### config.mk
export PLATFORM = sky130hd
export DESIGN_NAME = piecewise_linear_curve_lut
export DESIGN_NICKNAME = d
export VERILOG_FILES = /design/src/hw/rtl/pwlc_pkg.sv /design/src/hw/rtl/piecewise_linear_curve_lut.sv /design/src/hw/rtl/pwlc_ram.sv /design/src/hw/rtl/pwlc_div.sv
export SDC_FILE = /design/constraint.sdc
export NUM_CORES = 1
export LEC_CHECK = 0
export BUFFER_PORTS_ARGS = -buffer_cell sky130_fd_sc_hd__buf_2
export CORE_MARGIN = 2
export CORE_UTILIZATION = 35
export DETAILED_ROUTE_END_ITERATION = 10
export PLACE_DENSITY = 0.56
export SYNTH_ARGS = -nofsm -noshare
export SYNTH_HDL_FRONTEND = slang
export SYNTH_SLANG_ARGS = --single-unit
### constraint.sdc
create_clock -name i_clk -period 12.1 [get_ports i_clk]
set_input_delay 0.605 -clock i_clk [delete_from_list [all_inputs] [get_ports i_clk]]
set_output_delay 0.605 -clock i_clk [all_outputs]
set_load 0.01 [all_outputs]
### src/hw/rtl/pwlc_pkg.sv
package pwlc_pkg;

    localparam int MAX_POINTS_DEF = 16;
    localparam int LEVEL_W        = 8;
    localparam int INDEX_W        = 4;
    localparam int COUNT_W        = 5;
    localparam int PROD_W         = 2 * LEVEL_W;
    localparam int PAIR_W         = 2 * LEVEL_W;
    localparam int DIV_STEP_W     = $clog2(PROD_W + 1);

    localparam logic OPC_LOAD = 1'b0;
    localparam logic OPC_EVAL = 1'b1;

    typedef enum logic [2:0] {
        ST_IDLE,
        ST_CHECK,
        ST_MUL,
        ST_DIV,
        ST_OUT
    } t_state;

    typedef struct packed {
        logic              done;
        logic [PROD_W-1:0] quotient;
        logic              rem_nz;
    } t_div_res;

endpackage

### src/hw/rtl/piecewise_linear_curve_lut.sv
// Tone-curve lookup over a table of control points (x, y).
// Input channel (i_in_valid / o_in_stall): opcode 0 loads point_x/point_y into
// slot point_index and gives no result; opcode 1 maps query_value through the
// curve built from the first points_in_use points, clamped to 2..MAX_POINTS. Output
// channel (o_out_valid / i_out_stall) carries lut_value and the clamped flag.
// Config channel (i_cfg_valid / o_cfg_ready) writes points_in_use; ready is
// always high, and writes belong to idle periods.
// Points live in one RAM with a registered read; the search reads one point per
// cycle. An evaluate that resolves at a point without interpolation goes from
// the search to the output handoff; one that interpolates passes through a
// multiply state, a 16-step serial divide and the output handoff. The next item
// is taken once the engine is back in idle; one item is in work at a time.
// The finished result sits in an output register, so the next item is taken
// while it waits; a stall holds it and, once a second result is ready, the
// engine waits with o_in_stall high.
// Reset (synchronous, active low) clears control state and sets
// points_in_use to 2; the point table is undefined until loaded.
module piecewise_linear_curve_lut #(
    parameter int MAX_POINTS = pwlc_pkg::MAX_POINTS_DEF
) (
    input  logic                                i_clk,
    input  logic                                i_rst_n,
    input  logic                                i_in_valid,
    output logic                                o_in_stall,
    input  logic                                i_opcode,
    input  logic [pwlc_pkg::INDEX_W-1:0]        i_point_index,
    input  logic [pwlc_pkg::LEVEL_W-1:0]        i_point_x,
    input  logic [pwlc_pkg::LEVEL_W-1:0]        i_point_y,
    input  logic [pwlc_pkg::LEVEL_W-1:0]        i_query_value,
    output logic                                o_out_valid,
    input  logic                                i_out_stall,
    output logic [pwlc_pkg::LEVEL_W-1:0]        o_lut_value,
    output logic                                o_clamped,
    input  logic                                i_cfg_valid,
    output logic                                o_cfg_ready,
    input  logic [pwlc_pkg::COUNT_W-1:0]        i_cfg_data
);

    localparam int AW = $clog2(MAX_POINTS);
    localparam int LW = pwlc_pkg::LEVEL_W;
    localparam int SW = pwlc_pkg::PROD_W + 2;

    pwlc_pkg::t_state r_state, n_state;

    logic [pwlc_pkg::COUNT_W-1:0] r_points_in_use;
    logic [AW-1:0]                r_j, n_j;
    logic [AW-1:0]                r_last, n_last;
    logic [LW-1:0]                r_v, n_v;
    logic [LW-1:0]                r_x0, n_x0, r_y0, n_y0;
    logic [LW-1:0]                r_x1, n_x1, r_y1, n_y1;
    logic [LW-1:0]                r_res, n_res;
    logic                         r_res_clamp, n_res_clamp;
    logic                         r_out_valid, n_out_valid;
    logic [LW-1:0]                r_lut_value, n_lut_value;
    logic                         r_clamped, n_clamped;

    logic                         in_acc;
    logic                         ram_we;
    logic [AW-1:0]                ram_waddr, ram_raddr;
    logic [pwlc_pkg::PAIR_W-1:0]  ram_rdata;
    logic [LW-1:0]                rx, ry;
    logic [AW-1:0]                last_sel;

    logic                         div_start;
    logic [pwlc_pkg::PROD_W-1:0]  prod;
    logic [LW-1:0]                dv, dy_mag, dx;
    logic                         dy_neg;
    pwlc_pkg::t_div_res           div_res;
    logic signed [SW-1:0]         interp;

    assign in_acc    = i_in_valid && !o_in_stall;
    assign o_in_stall = (r_state != pwlc_pkg::ST_IDLE);
    assign o_cfg_ready = 1'b1;

    assign ram_we    = in_acc && (i_opcode == pwlc_pkg::OPC_LOAD)
                       && (int'(i_point_index) < MAX_POINTS);
    assign ram_waddr = AW'(i_point_index);
    assign rx        = ram_rdata[pwlc_pkg::PAIR_W-1:LW];
    assign ry        = ram_rdata[LW-1:0];

    pwlc_ram #(
        .WIDTH (pwlc_pkg::PAIR_W),
        .DEPTH (MAX_POINTS)
    ) u_points (
        .i_clk   (i_clk),
        .i_we    (ram_we),
        .i_waddr (ram_waddr),
        .i_wdata ({i_point_x, i_point_y}),
        .i_raddr (ram_raddr),
        .o_rdata (ram_rdata)
    );

    // segment product: |v - x0| * |y1 - y0|, sign kept apart
    assign dv     = r_v - r_x0;
    assign dx     = r_x1 - r_x0;
    assign dy_neg = (r_y1 < r_y0);
    assign dy_mag = dy_neg ? (r_y0 - r_y1) : (r_y1 - r_y0);
    assign prod   = dv * dy_mag;

    pwlc_div u_div (
        .i_clk      (i_clk),
        .i_rst_n    (i_rst_n),
        .i_start    (div_start),
        .i_dividend (prod),
        .i_divisor  (dx),
        .o_res      (div_res)
    );

    // floor for a negative slope: -(q + (rem != 0))
    always_comb begin
        if (dy_neg) begin
            interp = $signed({{(SW-LW){1'b0}}, r_y0})
                     - $signed({2'b00, div_res.quotient})
                     - $signed({{(SW-1){1'b0}}, div_res.rem_nz});
        end else begin
            interp = $signed({{(SW-LW){1'b0}}, r_y0})
                     + $signed({2'b00, div_res.quotient});
        end
    end

    // index of the last used point
    always_comb begin
        if (r_points_in_use < pwlc_pkg::COUNT_W'(2)) begin
            last_sel = AW'(1);
        end else if (int'(r_points_in_use) > MAX_POINTS) begin
            last_sel = AW'(MAX_POINTS - 1);
        end else begin
            last_sel = AW'(r_points_in_use - 1'b1);
        end
    end

    always_comb begin
        n_state     = r_state;
        n_j         = r_j;
        n_last      = r_last;
        n_v         = r_v;
        n_x0        = r_x0;
        n_y0        = r_y0;
        n_x1        = r_x1;
        n_y1        = r_y1;
        n_res       = r_res;
        n_res_clamp = r_res_clamp;
        n_out_valid = r_out_valid && i_out_stall;
        n_lut_value = r_lut_value;
        n_clamped   = r_clamped;
        ram_raddr   = r_j;
        div_start   = 1'b0;

        case (r_state)
            pwlc_pkg::ST_IDLE: begin
                ram_raddr = '0;
                if (in_acc && (i_opcode == pwlc_pkg::OPC_EVAL)) begin
                    n_j     = '0;
                    n_last  = last_sel;
                    n_v     = i_query_value;
                    n_state = pwlc_pkg::ST_CHECK;
                end
            end
            pwlc_pkg::ST_CHECK: begin
                if (rx < r_v) begin
                    if (r_j == r_last) begin
                        n_res       = ry;
                        n_res_clamp = 1'b1;
                        n_state     = pwlc_pkg::ST_OUT;
                    end else begin
                        n_x0      = rx;
                        n_y0      = ry;
                        n_j       = r_j + 1'b1;
                        ram_raddr = r_j + 1'b1;
                    end
                end else if (rx == r_v) begin
                    n_res       = ry;
                    n_res_clamp = 1'b0;
                    n_state     = pwlc_pkg::ST_OUT;
                end else if (r_j == '0) begin
                    n_res       = ry;
                    n_res_clamp = 1'b1;
                    n_state     = pwlc_pkg::ST_OUT;
                end else begin
                    n_x1    = rx;
                    n_y1    = ry;
                    n_state = pwlc_pkg::ST_MUL;
                end
            end
            pwlc_pkg::ST_MUL: begin
                div_start = 1'b1;
                n_state   = pwlc_pkg::ST_DIV;
            end
            pwlc_pkg::ST_DIV: begin
                if (div_res.done) begin
                    if (interp < 0) begin
                        n_res = '0;
                    end else if (interp > $signed(SW'((1 << LW) - 1))) begin
                        n_res = '1;
                    end else begin
                        n_res = interp[LW-1:0];
                    end
                    n_res_clamp = 1'b0;
                    n_state     = pwlc_pkg::ST_OUT;
                end
            end
            pwlc_pkg::ST_OUT: begin
                if (!r_out_valid || !i_out_stall) begin
                    n_out_valid = 1'b1;
                    n_lut_value = r_res;
                    n_clamped   = r_res_clamp;
                    n_state     = pwlc_pkg::ST_IDLE;
                end
            end
            default: begin
                n_state = pwlc_pkg::ST_IDLE;
            end
        endcase
    end

    always_ff @(posedge i_clk) begin
        if (!i_rst_n) begin
            r_state         <= pwlc_pkg::ST_IDLE;
            r_out_valid     <= 1'b0;
            r_points_in_use <= pwlc_pkg::COUNT_W'(2);
        end else begin
            r_state     <= n_state;
            r_out_valid <= n_out_valid;
            if (i_cfg_valid && o_cfg_ready) begin
                r_points_in_use <= i_cfg_data;
            end
        end
        r_j         <= n_j;
        r_last      <= n_last;
        r_v         <= n_v;
        r_x0        <= n_x0;
        r_y0        <= n_y0;
        r_x1        <= n_x1;
        r_y1        <= n_y1;
        r_res       <= n_res;
        r_res_clamp <= n_res_clamp;
        r_lut_value <= n_lut_value;
        r_clamped   <= n_clamped;
    end

    assign o_out_valid = r_out_valid;
    assign o_lut_value = r_lut_value;
    assign o_clamped   = r_clamped;

endmodule

### src/hw/rtl/pwlc_ram.sv
module pwlc_ram #(
    parameter int WIDTH = 16,
    parameter int DEPTH = 16
) (
    input  logic                     i_clk,
    input  logic                     i_we,
    input  logic [$clog2(DEPTH)-1:0] i_waddr,
    input  logic [WIDTH-1:0]         i_wdata,
    input  logic [$clog2(DEPTH)-1:0] i_raddr,
    output logic [WIDTH-1:0]         o_rdata
);

    logic [WIDTH-1:0] r_mem [DEPTH];
    logic [WIDTH-1:0] r_rdata;

    always_ff @(posedge i_clk) begin
        if (i_we) begin
            r_mem[i_waddr] <= i_wdata;
        end
        r_rdata <= r_mem[i_raddr];
    end

    assign o_rdata = r_rdata;

endmodule

### src/hw/rtl/pwlc_div.sv
module pwlc_div (
    input  logic                               i_clk,
    input  logic                               i_rst_n,
    input  logic                               i_start,
    input  logic [pwlc_pkg::PROD_W-1:0]        i_dividend,
    input  logic [pwlc_pkg::LEVEL_W-1:0]       i_divisor,
    output pwlc_pkg::t_div_res                 o_res
);

    // restoring divider, one quotient bit per cycle
    logic [pwlc_pkg::DIV_STEP_W-1:0] r_cnt, n_cnt;
    logic                            r_busy, n_busy;
    logic                            r_done, n_done;
    logic [pwlc_pkg::PROD_W-1:0]     r_quo, n_quo;
    logic [pwlc_pkg::LEVEL_W-1:0]    r_rem, n_rem;
    logic [pwlc_pkg::LEVEL_W-1:0]    r_dvs, n_dvs;
    logic [pwlc_pkg::LEVEL_W:0]      trial;
    logic                            ge;

    always_comb begin
        trial  = {r_rem, r_quo[pwlc_pkg::PROD_W-1]};
        ge     = (trial >= {1'b0, r_dvs});
        n_cnt  = r_cnt;
        n_busy = r_busy;
        n_done = 1'b0;
        n_quo  = r_quo;
        n_rem  = r_rem;
        n_dvs  = r_dvs;
        if (i_start) begin
            n_busy = 1'b1;
            n_cnt  = pwlc_pkg::DIV_STEP_W'(pwlc_pkg::PROD_W - 1);
            n_quo  = i_dividend;
            n_rem  = '0;
            n_dvs  = i_divisor;
        end else if (r_busy) begin
            n_rem = ge ? pwlc_pkg::LEVEL_W'(trial - {1'b0, r_dvs})
                       : trial[pwlc_pkg::LEVEL_W-1:0];
            n_quo = {r_quo[pwlc_pkg::PROD_W-2:0], ge};
            n_cnt = r_cnt - 1'b1;
            if (r_cnt == '0) begin
                n_busy = 1'b0;
                n_done = 1'b1;
            end
        end
    end

    always_ff @(posedge i_clk) begin
        if (!i_rst_n) begin
            r_busy <= 1'b0;
            r_done <= 1'b0;
            r_cnt  <= '0;
        end else begin
            r_busy <= n_busy;
            r_done <= n_done;
            r_cnt  <= n_cnt;
        end
        r_quo <= n_quo;
        r_rem <= n_rem;
        r_dvs <= n_dvs;
    end

    assign o_res.done     = r_done;
    assign o_res.quotient = r_quo;
    assign o_res.rem_nz   = (r_rem != '0);

endmodule

**Word-level counts from Yosys, hierarchy flattened**

Memory sizes are Yosys's and may differ from the RTL's. A register that Yosys moved wholly into a read port is not among the register bits.
Index checks and enable logic that the tools add are counted.

- Reduce and logical (&&, ||, !) cells: 26
- $lt $le $gt $ge: 7
- Bitwise logic cells: 7
- Mux-type cells: 44
- Equal/unequal tests: 11
- Multiply operators: 1
- $add $sub $neg: 11

Operators by type and width:

| kind | number |
|---|---|
| 2-to-1 mux 8 bit | 9 |
| subtractor 8 bit | 5 |
| 2-to-1 mux 16 bit | 2 |
| 2-to-1 mux 4 bit | 6 |
| 2-to-1 mux 3 bit | 7 |
| greater-than comparator 18 x 9 -> 1 bit (second input constant) | 1 |
| < comparator 18 x 1 -> 1 bit (second input constant) | 1 |
| 2-to-1 mux 18 bit | 1 |
| subtractor 17 x 2 -> 18 bit | 1 |
| adder 8 x 16 -> 17 bit | 1 |
| subtractor 8 x 16 -> 17 bit | 1 |
| < comparator 8 bit | 2 |
| multiplier 8 x 8 -> 16 bit | 1 |
| one-hot mux 4 bit (2 select lines) | 2 |
| one-hot mux 8 bit (2 select lines) | 1 |
| one-hot mux 3 bit (5 select lines) | 1 |
| 2-to-1 mux 1 bit | 14 |
| AND reduction 4 bit | 3 |
| >= comparator 9 x 8 -> 1 bit | 1 |
| equality test 8 bit | 1 |
| nonzero test 8 bit | 1 |
| inverter 1 bit | 7 |
| equality test 3 x 2 -> 1 bit (second input constant) | 2 |
| AND reduction 2 bit | 3 |
| other kinds (24) | 33 |

- Flip-flop bits (word level): 114
- Memory bits (writable): 256
- Memories: 1
- Output and inout bits: 12
- Input bits: 39

Memories:

| name | depth | width | rd ports | clocked after memory_dff | write ports | RTL line | text |
|---|---|---|---|---|---|---|---|
| u_points.r_mem | 16 | 16 | 1 | 1 | 1 | pwlc_ram.sv:13 | `logic [WIDTH-1:0] r_mem [DEPTH];` |

**Depth between registers and ports, before layout**

- Depth in word-level cells: 8
- Gate-level depth with buffers: 31
- Depth with buffers taken out: 31

**Hierarchy**

A second synthesis with hierarchy kept.

- Cells, all modules: 1,496
- Area, all modules: 20,026.7 sq um

By module, submodules not included:

| module | times used | cells each | area each (sq um) |
|---|---|---|---|
| pwlc_ram | 1 | 432 | 10,042.1 |
| piecewise_linear_curve_lut | 1 | 877 | 7,965.1 |
| pwlc_div | 1 | 187 | 2,019.4 |

**Worst setup path after synthesis**

No wires, ideal clock.

- Path type: register to register
- From: register r_y0[1]
- To: register u_div.r_quo[15] (netlist bit) (data pin)
- Cell stages (with the launch flop): 27
- Clock period less this slack: 7.022 ns
- Setup slack: 5.078 ns
- Data required time: 11.834 ns
- Arrival: 6.756 ns
- Buffers on the path: 1
- Library setup time: 0.266 ns
- Cells stage by stage: edfxtp_1 -> inv_1 -> fa_1 -> a21o_1 -> a221oi_1 -> a21oi_1 -> buf_2 -> a211oi_1 -> a21oi_1 -> a221o_1 -> xnor2_1 -> or2_2 -> fa_1 -> fa_1 -> inv_1 -> fa_1 -> inv_1 -> fa_1 -> inv_1 -> ha_1 -> a21o_1 -> a21o_1 -> a21o_1 -> a41o_1 -> o41ai_1 -> xnor2_1 -> o21ai_0

- Longest elaborated chain between the ends: 4
- Elaborated cells on any way between the ends: 6
- Classes of those cells: 2 x add/sub; 1 x mul; 1 x order compare; 2 x mux

RTL lines:

| what | RTL line | text |
|---|---|---|
| start, declared | piecewise_linear_curve_lut.sv:49 | `logic [LW-1:0] r_x0, n_x0, r_y0, n_y0;` |
| start signal, assigned | piecewise_linear_curve_lut.sv:232 | `r_y0 <= n_y0;` |
| subtractor 8 bit or < comparator 8 bit (tied branches) | piecewise_linear_curve_lut.sv:97, piecewise_linear_curve_lut.sv:96 |  |
| 2-to-1 mux 8 bit (*) | piecewise_linear_curve_lut.sv:97 | `assign dy_mag = dy_neg ? (r_y0 - r_y1) : (r_y1 - r_y0);` |
| multiplier 8 x 8 -> 16 bit (*) | piecewise_linear_curve_lut.sv:98 | `assign prod = dv * dy_mag;` |
| 2-to-1 mux 16 bit (*) | pwlc_div.sv:29 | `if (i_start) begin` |
| net u_div.n_quo (one bit) | pwlc_div.sv:14 | `logic [pwlc_pkg::PROD_W-1:0] r_quo, n_quo;` |
| end signal, assigned | pwlc_div.sv:57 | `r_quo <= n_quo;` |
| end, declared | pwlc_div.sv:14 |  |

The timed path passes the listed nets; every way through them passes the cells marked *.
A chain may end at the register's enable or synchronous reset.

**Worst setup path after layout**

Same ends and word-level chain as after synthesis.

==> results.toml <==
[run_status]
status = "finished, final reports clean"

[sta]
fmax_ghz = 0.127
fin_crit_sh_pct = 64.9
worst_pin_slew_ns = 1.18
rsz0062_at_grt = "no"
maxSlewViolCount = 0
slew_headroom_pct = 21.2
clock_skew_ns = 0.0425
min_period_ns = 7.85
hold_viol_final = 0
finalSetupViolCount = 0
tns_ns = 0

[global_routing]
grt_use_total_pct = 15.5
grtUsageMet1_pct = 21.0
grt_first_pass_wirelength_mm = 71.2
antenna_found_initial = 10
grt_start_max_net_pins = 129
gr-usage-met2_pct = 25.3
grt_pass1_vias = 12157
overflow = 0
use_met3_pct = 2.54
busiest_layer = "met2"

[cts]
cts_root_buf = "clkbuf_16"
cts_num_sinks = 386
post_cts_buffers = 0
insertion_delay_ns = 0.59
clockBufferDepth = 3
htreeDepth = 2
hold_buffers = 0
cts-buffers-inserted = 44
cts_tree = "done"
clk_pin_slew_worst_paths_ns = 0.06
cts_repair_resize_count = 0

[die]
die_area_sq_um = 59400
core-area_sq_um = 56600
die_x_um = 244
rows = 87
start_util_pct = 35.5
die-height_um = 244
io-pin-count = 51

[final_layout]
stdcell_area_sq_um = 22800
finish.cell_count_without_fillers = 2416
finalNetCount = 1809
multi_input_area_sq_um = 8280
largest_reg_flops = 256
post_route_cells_drive_above_1_share_pct = 11.7
layout-area-overhead-vs-synth_pct = 13.2
finish.utilization_pct = 40.2
antenna_cells = 0
regMostFlops = "u_points.r_mem"
fillers = 5341
regArea_sq_um = 11200

[drt]
drc_errors = 0
drt_first_pass_iters = 5
drtAntennaViolNets = 0
drt_wl_total_mm = 45.9
drtIter0Drc = 718
vias = 11921
via_per_inst = 4.93
wl_per_cell_um = 19.0

[synthesis]
synth_cells = 1557
yosysWarnings = 0
synthTopCellsByCount = "edfxtp_1 (346), mux2i_1 (257), inv_1 (126)"
yosysUniqueCellTypes = 69
ys_seq_elements = 386
syn_area_per_cell_sq_um = 12.9
synth_edf_count = 346
yosys-top-cells-area = "edfxtp_1 (52%), mux2i_1 (13%), ha_1 (6.4%)"
yosys.area.top_type_share_pct = 51.7
yosysSeqAreaShare_pct = 55.7
async_reset_ff_share_pct = 0
syn_nets = 1742
synth-main-ff-cell = "edfxtp_1"
synth_area_leader_cell = "edfxtp_1"
yosysMostFrequentCell = "edfxtp_1"
netlist_area_sq_um = 20100

[critical_path]
required_ns = 12.40
critPathCaptureType = "flop"
rr_worst_depth = 26
worstPathMaxFanout = 19
crit_path_start_kind = "flop"
worstSetupPathType = "reg2reg"
max_stage_delay_ns = 0.55
crit_top_cell = "fa_1"
arrival_ns = 8.16
slowest_stage = "fa_1"

[placed_design]
dp_cells = 2334
numPortBuffers = 49
dp_hpwl_mm = 31.0
gp_congestion = 0.893
dpl_cell_area_sq_um = 21400

[min_path]
hp-class = "in2reg"
hold_depth = 1

[flow_run]
maxCapViolations = 0
[through the flow]
step | hold WS, ns | setup slack (ns)
floorplan | 0.400 | 5.08
global placement | 0.406 | 4.55
detailed placement | 0.405 | 4.33
CTS | 0.199 | 4.29
global route | 0.210 | 3.75
finish | 0.227 | 4.25
[placed cells by master (no fill, tap or decap), types with 12 or more instances in the layout]
cell	count
nand2_1	61
a21oi_1	46
o21ai_0	58
clkinv_2	15
or2_2	14
o21bai_1	12
nand2b_1	18
a21o_1	19
xnor2_1	47
mux2i_1	257
nor3_1	14
fa_1	43
nand3_1	15
edfxtp_1	346
nor2_2	12
buf_2	49
dfxtp_1	40
inv_1	126
nor2b_1	15
xor2_1	21
ha_1	103
nor2_1	108
clkbuf_16	44
buf_4	27
[cells by family (layout without fill, tap and decap cells)]
kind of cell / after synthesis / in the layout / share of synthesized area [%]
multiplexers: 261 / 261 / 13.0
AND/OR/NAND/NOR: 300 / 300 / 7.06
other: 1 / 1 / 0.0187
flip-flops: 386 / 386 / 55.7
buffers and inverters: 183 / 286 / 3.67
adder cells (fa/ha/maj): 146 / 146 / 10.7
AO/OA/AOI/OAI: 212 / 212 / 6.91
XOR/XNOR: 68 / 68 / 2.96
[critical path: cells and delay by family (launching register included)]
family / cells / cell delay [ns]
compound gates: 12 / 2.79
xor+xnor: 2 / 0.65
fa+ha+maj: 6 / 2.81
buf+inv: 5 / 0.61
flops: 1 / 0.49
simple gates: 1 / 0.23
[metal layers]
layer,vias up,wire length [um]
met1,5856,21300
met5,-,69
li1,5756,-
met3,75,1820
met4,10,1350
met2,224,21400
[worst paths after layout]
path	startpoint	end	slack [ns]
worst max-delay path	r_y0[1]	u_div.r_quo[15]	4.25
worst max register to register	r_y0[1]	u_div.r_quo[15]	4.25
worst min register to register	r_res[6]	o_lut_value[6]	0.42
worst min-delay path	i_query_value[6]	r_v[6]	0.23
[layout make-up]
class | count | area share [%]
Sequential cell | 386 | 49.2
Clock inverter | 30 | 1.07
Multi-Input combinational cell | 988 | 36.4
Timing Repair Buffer | 77 | 2.06
Clock buffer | 52 | 5.06
Inverter | 127 | 2.09
Tap cell | 756 | 4.16
Power is not shown: default switching activity piles up to over one toggle a cycle in this logic, so the estimate is an artifact.
